`src/rtl/clx_pkg.sv`:
```
// Shared types, constants and the keyword lookup for the C subset lexer.
// Used by clx_front, clx_queue, clx_back and c_subset_lexer; no dependencies.
package clx_pkg;

  // Sizing
  localparam int MAX_TOKEN_LEN = 64;
  localparam int ROW_BITS      = 16;
  localparam int COL_BITS      = 12;
  localparam int LEN_BITS      = $clog2(MAX_TOKEN_LEN + 1);
  localparam int TOK_LEN_W     = 7;
  localparam int KIND_W        = 3;
  localparam int KW_W          = 4;
  localparam int CHAR_W        = 8;
  localparam int WIN_BYTES     = 6;
  localparam int WIN_BITS      = CHAR_W * WIN_BYTES;
  localparam int NUM_KW        = 10;

  // Queue between front and back
  localparam int QUEUE_DEPTH = 4;
  localparam int QPTR_W      = $clog2(QUEUE_DEPTH);
  localparam int QCNT_W      = $clog2(QUEUE_DEPTH + 1);

  // Stream payload widths
  localparam int IN_DATA_W   = CHAR_W;
  localparam int OUT_FIELD_W = KIND_W + KW_W + ROW_BITS + COL_BITS + TOK_LEN_W + 1;
  localparam int OUT_DATA_W  = ((OUT_FIELD_W + 7) / 8) * 8;

  // Special characters
  localparam logic [CHAR_W-1:0] CH_NL    = 8'h0A;
  localparam logic [CHAR_W-1:0] CH_QUOTE = 8'h22;
  localparam logic [CHAR_W-1:0] CH_HASH  = 8'h23;
  localparam logic [CHAR_W-1:0] CH_STAR  = 8'h2A;
  localparam logic [CHAR_W-1:0] CH_SLASH = 8'h2F;

  typedef enum logic [KIND_W-1:0] {
    TK_KEYWORD = 3'd0,
    TK_IDENT   = 3'd1,
    TK_NUMBER  = 3'd2,
    TK_OPER    = 3'd3,
    TK_DELIM   = 3'd4,
    TK_END     = 3'd5
  } token_kind_e;

  typedef enum logic [3:0] {
    MODE_IDLE,
    MODE_IDENT,
    MODE_NUMBER,
    MODE_SLASH,
    MODE_DIRECTIVE,
    MODE_LINE,
    MODE_BLOCK,
    MODE_BLOCK_STAR,
    MODE_STRING
  } lex_mode_e;

  // Keywords, right-aligned in the window: int float char double void if else while for return
  localparam logic [WIN_BITS-1:0] KW_CODE [NUM_KW] = '{
    48'h0000_0069_6E74, 48'h0066_6C6F_6174, 48'h0000_6368_6172, 48'h646F_7562_6C65,
    48'h0000_766F_6964, 48'h0000_0000_6966, 48'h0000_656C_7365, 48'h0077_6869_6C65,
    48'h0000_0066_6F72, 48'h7265_7475_726E
  };
  localparam logic [2:0] KW_LEN [NUM_KW] = '{
    3'd3, 3'd5, 3'd4, 3'd6, 3'd4, 3'd2, 3'd4, 3'd5, 3'd3, 3'd6
  };

  // One token as the front sees it; identifiers are resolved to keywords later
  typedef struct packed {
    token_kind_e          kind;
    logic [WIN_BITS-1:0]  win;
    logic [ROW_BITS-1:0]  row;
    logic [COL_BITS-1:0]  col;
    logic [LEN_BITS-1:0]  len;
    logic                 too;
  } clx_desc_t;

  // All tokens caused by one source byte
  typedef struct packed {
    logic      two;
    clx_desc_t d0;
    clx_desc_t d1;
  } clx_entry_t;

  typedef struct packed {
    logic            hit;
    logic [KW_W-1:0] idx;
  } kw_match_t;

  // Match a word against the keyword list; the first hit wins
  function automatic kw_match_t kw_lookup(logic [WIN_BITS-1:0] win,
                                          logic [LEN_BITS-1:0] len,
                                          logic                too);
    kw_match_t r;
    r = '0;
    for (int i = 0; i < NUM_KW; i++) begin
      if (!r.hit && !too && len == LEN_BITS'(KW_LEN[i]) && win == KW_CODE[i]) begin
        r.hit = 1'b1;
        r.idx = KW_W'(i);
      end
    end
    return r;
  endfunction

endpackage

```
`src/rtl/c_subset_lexer.sv`:
```
// Top level of the C subset lexer: front end, token queue and back end.
// Depends on clx_pkg, clx_front, clx_queue and clx_back.
//
// The lexer takes one source byte per cycle on the input stream while the
// queue has room (tlast marks end of source) and gives one token descriptor
// per cycle on the output stream while the sink is ready. A byte leaves
// through the front in the cycle it is accepted. A byte that closes a pending
// token and is itself a delimiter or an operator other than a slash, and the
// end marker after a pending token, each give two descriptors; these leave
// the single output register one per cycle, so the output side sets the rate
// at one token per cycle while the four-entry queue absorbs the difference
// and lets the input keep streaming. Output tlast marks the last descriptor
// caused by each input request, so the end token always carries it, and after
// the end token all row and column counting starts again from the reset state.
module c_subset_lexer (
  input  logic                           clk_i,
  input  logic                           rst_ni,
  input  logic                           s_axis_tvalid,
  output logic                           s_axis_tready,
  input  logic [clx_pkg::IN_DATA_W-1:0]  s_axis_tdata,  // [7:0] char_byte
  input  logic                           s_axis_tlast,  // end_of_input
  output logic                           m_axis_tvalid,
  input  logic                           m_axis_tready,
  // token_kind, keyword_index, start_row, start_column, token_length,
  // too_long from the lowest bit up, then zero fill
  output logic [clx_pkg::OUT_DATA_W-1:0] m_axis_tdata,
  output logic                           m_axis_tlast   // last_of_run
);
  import clx_pkg::*;

  logic        push;
  clx_entry_t  push_entry;
  logic        pop;
  clx_entry_t  head;
  logic        q_empty;
  logic        q_full;

  clx_front u_front (
    .clk_i      (clk_i),
    .rst_ni     (rst_ni),
    .in_valid_i (s_axis_tvalid),
    .in_ready_o (s_axis_tready),
    .char_i     (s_axis_tdata),
    .eoi_i      (s_axis_tlast),
    .q_full_i   (q_full),
    .push_o     (push),
    .entry_o    (push_entry)
  );

  clx_queue u_queue (
    .clk_i   (clk_i),
    .rst_ni  (rst_ni),
    .push_i  (push),
    .entry_i (push_entry),
    .pop_i   (pop),
    .head_o  (head),
    .empty_o (q_empty),
    .full_o  (q_full)
  );

  clx_back u_back (
    .clk_i       (clk_i),
    .rst_ni      (rst_ni),
    .head_i      (head),
    .empty_i     (q_empty),
    .pop_o       (pop),
    .out_valid_o (m_axis_tvalid),
    .out_ready_i (m_axis_tready),
    .out_data_o  (m_axis_tdata),
    .out_last_o  (m_axis_tlast)
  );

endmodule

```
`src/rtl/clx_front.sv`:
```
// Front end of the lexer: takes source bytes, tracks row/column and the
// scan mode, and turns each byte into zero, one or two token descriptors.
// Depends on clx_pkg.
module clx_front (
  input  logic                  clk_i,
  input  logic                  rst_ni,
  input  logic                  in_valid_i,
  output logic                  in_ready_o,
  input  logic [7:0]            char_i,
  input  logic                  eoi_i,
  input  logic                  q_full_i,
  output logic                  push_o,
  output clx_pkg::clx_entry_t   entry_o
);
  import clx_pkg::*;

  localparam logic [ROW_BITS-1:0] ROW_MAX = '1;
  localparam logic [COL_BITS-1:0] COL_MAX = '1;

  lex_mode_e             mode_q, mode_d;
  logic [WIN_BITS-1:0]   win_q, win_d;
  logic [LEN_BITS-1:0]   len_q, len_d;
  logic [ROW_BITS-1:0]   row_q, row_d;
  logic [COL_BITS-1:0]   col_q, col_d;
  logic [COL_BITS-1:0]   tcol_q, tcol_d;
  logic                  ovf_q, ovf_d;

  logic                  accept;
  logic                  byte_step;
  logic                  is_alpha, is_digit, is_oper, is_delim, is_nl;
  logic                  pend_tok;
  logic                  flush_step;
  logic                  idle_step;
  logic                  idle_tok;
  logic [COL_BITS-1:0]   col_inc;
  logic [COL_BITS-1:0]   col_end;
  clx_desc_t             flush_desc;
  clx_desc_t             idle_desc;
  clx_desc_t             end_desc;

  assign in_ready_o = !q_full_i;
  assign accept     = in_valid_i && !q_full_i;
  assign byte_step  = accept && !eoi_i;

  // Classify the byte
  assign is_alpha = (char_i >= "a" && char_i <= "z") || (char_i >= "A" && char_i <= "Z") ||
                    (char_i == "_");
  assign is_digit = (char_i >= "0" && char_i <= "9");
  assign is_oper  = (char_i == "+") || (char_i == "-") || (char_i == "*") || (char_i == "/") ||
                    (char_i == "=") || (char_i == "<") || (char_i == ">");
  assign is_delim = (char_i == ";") || (char_i == ",") || (char_i == "(") || (char_i == ")") ||
                    (char_i == "{") || (char_i == "}");
  assign is_nl    = (char_i == CH_NL);

  // Column of this byte, and of the end marker
  assign col_inc = (!is_nl && col_q != COL_MAX) ? col_q + COL_BITS'(1) : col_q;
  assign col_end = (col_q != COL_MAX) ? col_q + COL_BITS'(1) : col_q;

  // Decide whether the byte closes a pending token and is then scanned afresh
  always_comb begin
    pend_tok   = (mode_q == MODE_IDENT) || (mode_q == MODE_NUMBER) || (mode_q == MODE_SLASH);
    flush_step = 1'b0;
    if (byte_step) begin
      unique case (mode_q)
        MODE_IDENT:  flush_step = !(is_alpha || is_digit);
        MODE_NUMBER: flush_step = !is_digit;
        MODE_SLASH:  flush_step = (char_i != CH_SLASH) && (char_i != CH_STAR);
        default:     flush_step = 1'b0;
      endcase
    end
    idle_step = byte_step && (flush_step || mode_q == MODE_IDLE);
    idle_tok  = idle_step && char_i != CH_SLASH && (is_oper || is_delim);
  end

  // Next state
  always_comb begin
    mode_d = mode_q;
    win_d  = win_q;
    len_d  = len_q;
    row_d  = row_q;
    col_d  = col_q;
    tcol_d = tcol_q;
    ovf_d  = ovf_q;
    if (accept && eoi_i) begin
      mode_d = MODE_IDLE;
      win_d  = '0;
      len_d  = '0;
      row_d  = ROW_BITS'(1);
      col_d  = '0;
      tcol_d = '0;
      ovf_d  = 1'b0;
    end else if (byte_step) begin
      col_d = col_inc;
      unique case (mode_q)
        MODE_IDENT, MODE_NUMBER: begin
          if (!flush_step) begin
            if (len_q < LEN_BITS'(MAX_TOKEN_LEN)) begin
              if (len_q < LEN_BITS'(WIN_BYTES)) begin
                win_d = {win_q[WIN_BITS-CHAR_W-1:0], char_i};
              end
              len_d = len_q + LEN_BITS'(1);
            end else begin
              ovf_d = 1'b1;
            end
          end
        end
        MODE_SLASH: begin
          if (char_i == CH_SLASH) begin
            mode_d = MODE_LINE;
          end else if (char_i == CH_STAR) begin
            mode_d = MODE_BLOCK;
          end
        end
        MODE_DIRECTIVE, MODE_LINE: begin
          if (is_nl) mode_d = MODE_IDLE;
        end
        MODE_BLOCK: begin
          if (char_i == CH_STAR) mode_d = MODE_BLOCK_STAR;
        end
        MODE_BLOCK_STAR: begin
          if (char_i == CH_SLASH) begin
            mode_d = MODE_IDLE;
          end else if (char_i != CH_STAR) begin
            mode_d = MODE_BLOCK;
          end
        end
        MODE_STRING: begin
          if (char_i == CH_QUOTE) mode_d = MODE_IDLE;
        end
        default: mode_d = MODE_IDLE;
      endcase
      // Drop the pending token once it has been handed on
      if (flush_step) begin
        mode_d = MODE_IDLE;
        win_d  = '0;
        len_d  = '0;
        ovf_d  = 1'b0;
      end
      // Scan the byte from idle
      if (idle_step) begin
        if (char_i == CH_HASH) begin
          mode_d = MODE_DIRECTIVE;
        end else if (char_i == CH_SLASH) begin
          mode_d = MODE_SLASH;
          tcol_d = col_inc;
        end else if (char_i == CH_QUOTE) begin
          mode_d = MODE_STRING;
        end else if (is_alpha || is_digit) begin
          mode_d = is_alpha ? MODE_IDENT : MODE_NUMBER;
          tcol_d = col_inc;
          len_d  = LEN_BITS'(1);
          ovf_d  = 1'b0;
          win_d  = WIN_BITS'(char_i);
        end
      end
      // Advance the line on every newline
      if (is_nl) begin
        if (row_q != ROW_MAX) row_d = row_q + ROW_BITS'(1);
        col_d = '0;
      end
    end
  end

  // Token descriptors
  always_comb begin
    flush_desc.kind = (mode_q == MODE_IDENT)  ? TK_IDENT :
                      (mode_q == MODE_NUMBER) ? TK_NUMBER : TK_OPER;
    flush_desc.win  = win_q;
    flush_desc.row  = row_q;
    flush_desc.col  = tcol_q;
    flush_desc.len  = (mode_q == MODE_SLASH) ? LEN_BITS'(1) : len_q;
    flush_desc.too  = (mode_q == MODE_SLASH) ? 1'b0 : ovf_q;

    idle_desc.kind  = is_delim ? TK_DELIM : TK_OPER;
    idle_desc.win   = '0;
    idle_desc.row   = row_q;
    idle_desc.col   = col_inc;
    idle_desc.len   = LEN_BITS'(1);
    idle_desc.too   = 1'b0;

    end_desc.kind   = TK_END;
    end_desc.win    = '0;
    end_desc.row    = row_q;
    end_desc.col    = col_end;
    end_desc.len    = '0;
    end_desc.too    = 1'b0;
  end

  // Queue entry for this byte
  always_comb begin
    push_o      = 1'b0;
    entry_o.two = 1'b0;
    entry_o.d0  = flush_desc;
    entry_o.d1  = end_desc;
    if (accept && eoi_i) begin
      push_o = 1'b1;
      if (pend_tok) begin
        entry_o.two = 1'b1;
      end else begin
        entry_o.d0 = end_desc;
      end
    end else if (byte_step) begin
      push_o = flush_step || idle_tok;
      if (flush_step && idle_tok) begin
        entry_o.two = 1'b1;
        entry_o.d1  = idle_desc;
      end else if (idle_tok) begin
        entry_o.d0 = idle_desc;
      end
    end
  end

  // State registers
  always_ff @(posedge clk_i or negedge rst_ni) begin
    if (!rst_ni) begin
      mode_q <= MODE_IDLE;
      win_q  <= '0;
      len_q  <= '0;
      row_q  <= ROW_BITS'(1);
      col_q  <= '0;
      tcol_q <= '0;
      ovf_q  <= 1'b0;
    end else begin
      mode_q <= mode_d;
      win_q  <= win_d;
      len_q  <= len_d;
      row_q  <= row_d;
      col_q  <= col_d;
      tcol_q <= tcol_d;
      ovf_q  <= ovf_d;
    end
  end

endmodule

```
`src/rtl/clx_queue.sv`:
```
// Short queue of token entries between the lexer front and back.
// Register based, one push and one pop per cycle. Depends on clx_pkg.
module clx_queue (
  input  logic                  clk_i,
  input  logic                  rst_ni,
  input  logic                  push_i,
  input  clx_pkg::clx_entry_t   entry_i,
  input  logic                  pop_i,
  output clx_pkg::clx_entry_t   head_o,
  output logic                  empty_o,
  output logic                  full_o
);
  import clx_pkg::*;

  clx_entry_t          slots_q [QUEUE_DEPTH];
  logic [QPTR_W-1:0]   wr_ptr_q, wr_ptr_d;
  logic [QPTR_W-1:0]   rd_ptr_q, rd_ptr_d;
  logic [QCNT_W-1:0]   cnt_q, cnt_d;

  assign empty_o = (cnt_q == '0);
  assign full_o  = (cnt_q == QCNT_W'(QUEUE_DEPTH));
  assign head_o  = slots_q[rd_ptr_q];

  // Advance pointers and fill count
  always_comb begin
    wr_ptr_d = wr_ptr_q;
    rd_ptr_d = rd_ptr_q;
    cnt_d    = cnt_q;
    if (push_i) begin
      wr_ptr_d = (wr_ptr_q == QPTR_W'(QUEUE_DEPTH - 1)) ? '0 : wr_ptr_q + QPTR_W'(1);
    end
    if (pop_i) begin
      rd_ptr_d = (rd_ptr_q == QPTR_W'(QUEUE_DEPTH - 1)) ? '0 : rd_ptr_q + QPTR_W'(1);
    end
    if (push_i && !pop_i) begin
      cnt_d = cnt_q + QCNT_W'(1);
    end else if (pop_i && !push_i) begin
      cnt_d = cnt_q - QCNT_W'(1);
    end
  end

  always_ff @(posedge clk_i or negedge rst_ni) begin
    if (!rst_ni) begin
      wr_ptr_q <= '0;
      rd_ptr_q <= '0;
      cnt_q    <= '0;
    end else begin
      wr_ptr_q <= wr_ptr_d;
      rd_ptr_q <= rd_ptr_d;
      cnt_q    <= cnt_d;
    end
  end

  // Store the pushed entry
  always_ff @(posedge clk_i) begin
    if (push_i) slots_q[wr_ptr_q] <= entry_i;
  end

  a_no_push_full: assert property (@(posedge clk_i) disable iff (!rst_ni)
    push_i |-> (!full_o || pop_i))
    else $error("clx_queue: push into full queue");

  a_no_pop_empty: assert property (@(posedge clk_i) disable iff (!rst_ni)
    pop_i |-> !empty_o)
    else $error("clx_queue: pop from empty queue");

endmodule

```
`src/rtl/clx_back.sv`:
```
// Lexer back end: takes queued entries, resolves keywords and hands tokens
// out one per cycle when ready via an output register. Depends on clx_pkg.
module clx_back (
  input  logic                          clk_i,
  input  logic                          rst_ni,
  input  clx_pkg::clx_entry_t           head_i,
  input  logic                          empty_i,
  output logic                          pop_o,
  output logic                          out_valid_o,
  input  logic                          out_ready_i,
  output logic [clx_pkg::OUT_DATA_W-1:0] out_data_o,
  output logic                          out_last_o
);
  import clx_pkg::*;

  logic                   valid_q, valid_d;
  logic                   sel_q, sel_d;
  token_kind_e            kind_q, kind_d;
  logic [KW_W-1:0]        kw_q, kw_d;
  logic [ROW_BITS-1:0]    row_q;
  logic [COL_BITS-1:0]    col_q;
  logic [TOK_LEN_W-1:0]   len_q;
  logic                   too_q;
  logic                   last_q, last_d;

  logic                   load;
  clx_desc_t              desc;
  kw_match_t              kw_hit;

  // Pick the next token of the head entry
  assign load   = !empty_i && (!valid_q || out_ready_i);
  assign desc   = sel_q ? head_i.d1 : head_i.d0;
  assign last_d = sel_q || !head_i.two;
  assign pop_o  = load && last_d;
  assign kw_hit = kw_lookup(desc.win, desc.len, desc.too);

  // Resolve keywords
  always_comb begin
    kind_d = desc.kind;
    kw_d   = '0;
    if (desc.kind == TK_IDENT && kw_hit.hit) begin
      kind_d = TK_KEYWORD;
      kw_d   = kw_hit.idx;
    end
  end

  // Hold the output until taken, step to the second token of an entry
  always_comb begin
    valid_d = valid_q;
    sel_d   = sel_q;
    if (load) begin
      valid_d = 1'b1;
      sel_d   = !last_d;
    end else if (out_ready_i) begin
      valid_d = 1'b0;
    end
  end

  always_ff @(posedge clk_i or negedge rst_ni) begin
    if (!rst_ni) begin
      valid_q <= 1'b0;
      sel_q   <= 1'b0;
    end else begin
      valid_q <= valid_d;
      sel_q   <= sel_d;
    end
  end

  always_ff @(posedge clk_i) begin
    if (load) begin
      kind_q <= kind_d;
      kw_q   <= kw_d;
      row_q  <= desc.row;
      col_q  <= desc.col;
      len_q  <= TOK_LEN_W'(desc.len);
      too_q  <= desc.too;
      last_q <= last_d;
    end
  end

  assign out_valid_o = valid_q;
  assign out_last_o  = last_q;
  assign out_data_o  = OUT_DATA_W'({too_q, len_q, col_q, row_q, kw_q, kind_q});

  a_end_is_last: assert property (@(posedge clk_i) disable iff (!rst_ni)
    (valid_q && kind_q == TK_END) |-> last_q)
    else $error("clx_back: end token not marked last");

  a_kw_only_keyword: assert property (@(posedge clk_i) disable iff (!rst_ni)
    (valid_q && kind_q != TK_KEYWORD) |-> (kw_q == '0))
    else $error("clx_back: keyword index on non-keyword token");

  a_keyword_sane: assert property (@(posedge clk_i) disable iff (!rst_ni)
    (valid_q && kind_q == TK_KEYWORD) |-> (!too_q && kw_q < KW_W'(NUM_KW)))
    else $error("clx_back: bad keyword token");

  a_second_held: assert property (@(posedge clk_i) disable iff (!rst_ni)
    sel_q |-> !empty_i)
    else $error("clx_back: entry left before its second token");

endmodule

```
`config.mk`:
```
export PLATFORM = sky130hd
export DESIGN_NAME = c_subset_lexer
export DESIGN_NICKNAME = d
export VERILOG_FILES = /design/src/rtl/clx_pkg.sv /design/src/rtl/c_subset_lexer.sv /design/src/rtl/clx_front.sv /design/src/rtl/clx_queue.sv /design/src/rtl/clx_back.sv
export SDC_FILE = /design/constraint.sdc
export NUM_CORES = 1
export LEC_CHECK = 0
export BUFFER_PORTS_ARGS = -buffer_cell sky130_fd_sc_hd__buf_2
export CORE_MARGIN = 1.5
export CORE_UTILIZATION = 35
export DETAILED_ROUTE_END_ITERATION = 10
export PLACE_DENSITY_LB_ADDON = 0.2
export SYNTH_ARGS = -nofsm -noshare
export SYNTH_HDL_FRONTEND = slang
export SYNTH_SLANG_ARGS = --single-unit
```
`constraint.sdc`:
```
create_clock -name clk_i -period 8.2 [get_ports clk_i]
set_input_delay 0.41 -clock clk_i [delete_from_list [all_inputs] [get_ports clk_i]]
set_output_delay 0.41 -clock clk_i [all_outputs]
set_load 0.03 [all_outputs]
```
==> Word level (Yosys, flattened, before mapping) <==
Memories as Yosys holds them, arrays and structs flattened.
Cells that the tools add are included.
{ "word_totals": {"ff_bits": 153, "ram_bits": 700, "inputBits": 13, "out_inout_bits": 51, "word_cells": 290, "n_memories": 1} }
{ "op_classes": {"addsub": 7, "n_lt_le_gt_ge": 8, "eq_ne": 50, "n_mux": 101, "n_bitwise": 1, "n_reduce_logical": 102} }
{ "mem_list": {"columns": ["memory", "words", "word_bits", "rd", "rd_clocked_by_memory_dff", "wr", "line", "rtl"], "rows": [
  ["u_queue.slots_q", 4, 175, 1, 0, 1, "clx_queue.sv:15", "clx_entry_t slots_q [QUEUE_DEPTH];"]
]} }
{ "op_table": {"columns": ["cell", "n"], "rows": [
  ["2-to-1 mux 48 bit", 11],
  ["2-to-1 mux 87 bit", 6],
  ["2-to-1 mux 175 bit", 1],
  ["== test 48 x 31 -> 1 bit (second input constant)", 3],
  ["2-to-1 mux 12 bit", 12],
  ["== test 8 x 6 -> 1 bit (second input constant)", 13],
  ["== test 48 x 23 -> 1 bit (second input constant)", 2],
  ["== test 48 x 39 -> 1 bit (second input constant)", 2],
  ["== test 48 x 47 -> 1 bit (second input constant)", 2],
  ["2-to-1 mux 88 bit", 1],
  ["2-to-1 mux 7 bit", 11],
  ["2-to-1 mux 16 bit", 4],
  ["2-to-1 mux 4 bit", 15],
  ["2-to-1 mux 5 bit", 10],
  ["== test 48 x 15 -> 1 bit (second input constant)", 1],
  ["logical AND 1 bit", 46],
  ["== test 8 x 7 -> 1 bit (second input constant)", 3],
  ["one-hot mux 4 bit (6 select lines)", 1],
  ["== test 7 x 3 -> 1 bit (second input constant)", 3],
  ["logical NOT 1 bit", 21],
  ["logical OR 1 bit", 21],
  ["2-to-1 mux 1 bit", 21],
  ["adder 16 x 1 -> 16 bit (second input constant)", 1],
  ["== test 4 x 3 -> 1 bit (second input constant)", 4],
  ["36 further kinds", 54]
]} }

==> Logic depth before layout (Yosys ltp) <==
An unclocked memory read counts as a cell.
{ "logic_depth": {"word_depth": 54, "ltp_mapped": 15, "mapped_depth_nobuf": 12} }

==> Modules after synthesis <==
A second synthesis with hierarchy kept.
{ "hier_totals": {"hier_cells": 2022, "area_unflattened_um2": 35733.0} }
{ "modules_own_cells": {"columns": ["mod", "instances", "cells_each", "area_per_inst_um2", "seq_area_each_um2"], "rows": [
  ["clx_queue", 1, 952, 25668.4, 21195.3],
  ["clx_front", 1, 730, 6582.6, 2503.7],
  ["clx_back", 1, 340, 3482.1, 1371.3]
]} }

==> Worst setup path before layout <==
No wires, ideal clock.
{ "synth_timing": {"kind": "input-to-reg", "start": "input port s_axis_tdata[0] (netlist name)", "end": "memory u_queue.slots_q[0][100] (netlist name), enable pin", "setup_ps": 475, "arrival_ps": 4428, "required_time_ps": 7725, "slack_ps": 3297, "stages": 7, "path_buffers": 0, "cell_sequence": "or3_1 -> o311ai_1 -> o21ai_1 -> a21oi_2 -> o2111ai_1 -> nand3_1 -> and2_1"} }
{ "synth_via": {"elab_chain_cells": 17, "word_cells_on_any_way": 54, "classes_between": "6 x order compare; 16 x eq/ne; 6 x mux; 26 x reduce/logical"} }
{ "synth_rtl": {"columns": ["element", "line", "rtl"], "rows": [
  ["from (decl)", "c_subset_lexer.sv:20", "input logic [clx_pkg::IN_DATA_W-1:0] s_axis_tdata,"],
  [">= comparator 8 x 7 -> 1 bit / less-or-equal comparator 8 x 7 -> 1 bit (equally long branches)", "clx_front.sv:46", "assign is_alpha = (char_i >= \"a\" && char_i <= \"z\") || (char_i >= \"A\" && char_i <= \"Z\") ||"],
  ["logical AND 1 bit", "clx_front.sv:46", null],
  ["logical OR 1 bit (2 in series)", "clx_front.sv:46", null],
  ["logical OR 1 bit", "clx_front.sv:65", "MODE_IDENT: flush_step = !(is_alpha || is_digit);"],
  ["logical NOT 1 bit", "clx_front.sv:65", null],
  ["one-hot mux 1 bit (3 select lines)", "clx_front.sv:64", "unique case (mode_q)"],
  ["2-to-1 mux 1 bit", "clx_front.sv:63", "if (byte_step) begin"],
  ["logical OR 1 bit", "clx_front.sv:71", "idle_step = byte_step && (flush_step || mode_q == MODE_IDLE);"],
  ["logical AND 1 bit", "clx_front.sv:71", null],
  ["logical AND 1 bit (2 in series)", "clx_front.sv:72", "idle_tok = idle_step && char_i != CH_SLASH && (is_oper || is_delim);"],
  ["logical OR 1 bit (*)", "clx_front.sv:203", "push_o = flush_step || idle_tok;"],
  ["2-to-1 mux 1 bit (*)", "clx_front.sv:202", "end else if (byte_step) begin"],
  ["2-to-1 mux 1 bit (*)", "clx_front.sv:195", "if (accept && eoi_i) begin"],
  ["net push", "c_subset_lexer.sv:31", "logic push;"],
  ["2-to-1 mux 1 bit (*)", "clx_queue.sv:56", "if (push_i) slots_q[wr_ptr_q] <= entry_i;"],
  ["2-to-1 mux 1 bit (implied by the code) (*)", "clx_queue.sv:56", null],
  ["to (decl)", "clx_queue.sv:15", null]
]} }
The timed path passes the listed nets; every way through them passes the cells marked *.

==> Final worst setup path <==
{ "layout_timing": {"start": "register u_queue.rd_ptr_q[0]", "end": "register u_back.kind_q[0] (data pin)"} }
{ "layout_via": {"elab_chain_cells": 52, "word_cells_on_any_way": 68, "classes_between": "16 x eq/ne; 11 x mux; 40 x reduce/logical; 1 x memory"} }
{ "layout_rtl": {"columns": ["element", "line", "rtl"], "rows": [
  ["from (decl)", "clx_queue.sv:17", "logic [QPTR_W-1:0] rd_ptr_q, rd_ptr_d;"],
  ["from (signal assigned)", "clx_queue.sv:49", "rd_ptr_q <= rd_ptr_d;"],
  ["memory read (4 x 175 bit) (*)", null, null],
  ["2-to-1 mux 87 bit (*)", "clx_back.sv:32", "assign desc = sel_q ? head_i.d1 : head_i.d0;"],
  ["parallel branches: the longest is 50 deep, another holds == test 48 x 23 -> 1 bit", null, null],
  ["to (signal assigned)", "clx_back.sv:71", "kind_q <= kind_d;"],
  ["to (decl)", "clx_back.sv:18", "token_kind_e kind_q, kind_d;"]
]} }
Mark *: on every way between the ends.
A chain may end at the register's enable or synchronous reset.

==> metrics.txt <==
worst vdd ir 213.7 uV; CP endpoint kind flop; Yosys reg bits 569; final worst-path cycle share 55.39%; first-pass GRT wire length 88580 um; I/O pins 64; DPL Wire Length 37640 um; clock root cell clkbuf_16; Worst Tran Pin Value 1100 ps; kind of critical path reg2reg; Synth Instances 1523; Core Box Area 67510 um^2; Iteration-0 DRC Markers 1227; Lkg Pwr 9.493 nW; later-pin clock latency in the skew report 640 ps; largest net degree at the start of global routing 69; layout cells sized above 1 18.49%; CP required 8540 ps; Power Density 327.0 nW/um^2; Post-CTS Resized 0; Top FF cell, synth edfxtp_1; DR WL/cell 23.52 um; grt ovf 0; Final min period 4542 ps; Syn Std Cell Area 23980 um^2; DIE HEIGHT 264.8 um; startpoint types flop; Hold WC Path Type in2reg; Max Root-Sink Buffers 3; DRC 0; TritonRoute pass-1 iters 5; status finished, final reports clean; H-tree Lvls 2; CP arrival 4890 ps; final hold vios 0; max_slew headroom 25.89%; Initial Utilization 35.52%; syn_area_per_cell 15.75 um^2; async set-reset flop share out of synthesis 19.16%; Max Cap Viol 0; Die X 264.8 um; DIE AREA 70100 um^2; Total Routing Usage GR 16.91%; RSZ-0062 raised after global routing false; Final Skew 25.22 ps; Filler cells 6205; Site Rows 95; Ys Warns 0; CP Max Fanout 48; Detail Route Antenna Nets 0; Synth cell types 85; cts bufs inserted 60; vias per std cell 5.362; Nets 1606; CTS Hold Bufs 2; Setup Buffers After CTS 0; final number of setup-violating endpoints 0; Sink Count 569; port bufs 58; Fmax 220.1 MHz; Hold Slack 89.56 ps; EDFF count, synth 460; total number of vias 13440; CTS tree yes; vias in the first global route 13460; Layout area overhead 12.63%; pins over their slew limit 0; Setup TNS Final 0 ps; Post-Route WL 58980 um; Clock Pin Slew Worst Setup and Hold Paths 60 ps; Placer Congestion 0.8724; antenna violations before repair 2; register area share after synthesis 68.98%
per-stage QoR:
step	utilization (%)	std cells	instance area [um^2]	power, mW	setup slack [ps]
after detailed placement	37.24	2392	25140	6.398	3522
after global placement	37.24	2392	25140	6.389	3573
after global routing	40.00	2506	27010	9.230	3278
final	40.01	2507	27010	8.832	3658
after floorplan	-	1527	24000	5.562	3297
after CTS	40.00	2506	27010	8.961	3515
layout by cell type, fill, tap and decap left out, types with 14 or more instances in the layout:
cell	count
clkinv_2	14
nor3_1	25
nand4_1	14
edfxtp_1	460
mux2_2	20
and2_1	59
nand2_1	115
xnor2_1	17
buf_2	57
nor2_1	89
clkbuf_1	17
clkbuf_16	61
and3_1	18
buf_4	19
inv_1	29
dfrtp_1	106
mux4_2	85
a22o_1	52
o21ai_0	37
nor4_1	15
a21oi_1	32
nand3_1	33
cell usage after synthesis (4+ instances only):
| master | number | area (um^2) |
|---|---|---|
| a211oi_1 | 9 | 67.56 |
| a21oi_1 | 33 | 165.2 |
| a221o_1 | 4 | 40.04 |
| a22o_1 | 52 | 455.4 |
| a31oi_1 | 9 | 56.30 |
| and2_1 | 63 | 394.1 |
| and3_1 | 18 | 112.6 |
| and4b_1 | 4 | 40.04 |
| buf_1 | 9 | 33.78 |
| buf_2 | 13 | 65.06 |
| buf_4 | 7 | 52.55 |
| buf_6 | 5 | 56.30 |
| clkbuf_1 | 48 | 180.2 |
| dfrtp_1 | 108 | 2703 |
| edfxtp_1 | 460 | 13810 |
| ha_1 | 9 | 112.6 |
| inv_1 | 29 | 108.9 |
| mux2_2 | 20 | 225.2 |
| mux2i_1 | 12 | 120.1 |
| mux4_1 | 10 | 262.8 |
| mux4_2 | 85 | 1914 |
| nand2_1 | 115 | 431.7 |
| nand2b_1 | 7 | 43.79 |
| nand3_1 | 33 | 165.2 |
| nand4_1 | 14 | 87.58 |
| nand4b_1 | 6 | 52.55 |
| nor2_1 | 90 | 337.8 |
| nor2b_1 | 13 | 81.33 |
| nor3_1 | 26 | 130.1 |
| nor3b_1 | 4 | 30.03 |
| nor4_1 | 15 | 93.84 |
| nor4bb_1 | 5 | 50.05 |
| o21a_1 | 4 | 30.03 |
| o21ai_0 | 37 | 185.2 |
| o22ai_1 | 7 | 43.79 |
| o31ai_1 | 12 | 90.09 |
| or2_2 | 11 | 68.82 |
| or3_1 | 11 | 68.82 |
| or4_1 | 5 | 37.54 |
| or4b_1 | 5 | 50.05 |
| xnor2_1 | 17 | 148.9 |
| xor2_1 | 12 | 105.1 |
cell families after synthesis:
| logic type | Yosys count | share of synthesized area, % |
|---|---|---|
| other cells | 1 | 0.01564 |
| fa+ha+maj | 10 | 0.5531 |
| compound gates | 217 | 6.689 |
| simple gates | 457 | 9.966 |
| xor+xnor | 29 | 1.059 |
| flops | 569 | 68.98 |
| mux | 127 | 10.52 |
| buf+inv | 113 | 2.217 |
worst max-delay path: stages, from the launching register on:
cell and delay (ps):
dfrtp_4 840, buf_4 790, mux4_2 620, or4b_1 500, or4b_1 500, nor3b_2 230, o2111ai_1 190, o2111ai_2 150
o41ai_2 150, nor2b_1 180
worst paths after layout:
check	start	endpoint	slack, ps	cells past startpoint
setup / recovery	u_queue.rd_ptr_q[0]	u_back.kind_q[0]	3660	9
hold / removal	s_axis_tdata[5]	u_front.win_q[5]	90	2
setup reg to reg	u_queue.rd_ptr_q[0]	u_back.kind_q[0]	3660	9
hold reg to reg	u_queue.cnt_q[2]	u_queue.cnt_q[2]	490	1
max in group asynchronous	rst_ni	u_queue.rd_ptr_q[0]	6380	3
min in group asynchronous	rst_ni	u_front.col_q[5]	380	2
sequential cells by signal (all words and copies together), names as in the netlist, 7 cells and up:
signal and count:
u_queue.slots_q 416, u_front.win_q 48, u_back.row_q 16, u_front.row_q 16, u_back.col_q 12, u_front.col_q 12, u_front.tcol_q 12, u_back.len_q 7
u_front.len_q 7
report_power, final:
| part | internal, mW | switching, mW | total (mW) | leakage (nW) |
|---|---|---|---|---|
| logic | 0.859 | 1.54 | 2.40 | 2.81 |
| registers | 3.64 | 0.242 | 3.89 | 5.78 |
| clock network | 1.43 | 1.12 | 2.54 | 0.903 |
area by class of cell:
cell class	count	area, um^2	area share (%)
timing repair buffer	78	447.9	1.658
antenna	1	2.502	0.009265
clock buffer	81	1632	6.041
multi-input combinational	845	6965	25.79
clock inverter	31	211.5	0.7829
sequential	569	16550	61.27
tap	873	1092	4.044
inverter	29	108.9	0.4030
metal layers:
layer	track usage (%)	vias to the layer above	share of wire, %
met2	25.60	310	45
met1	24.97	6971	47
met4	5.622	0	2.7
met5	0	-	0
met3	2.564	80	4.7
li1	-	6082	-
No activity file was read; power rests on OpenSTA's default activity.
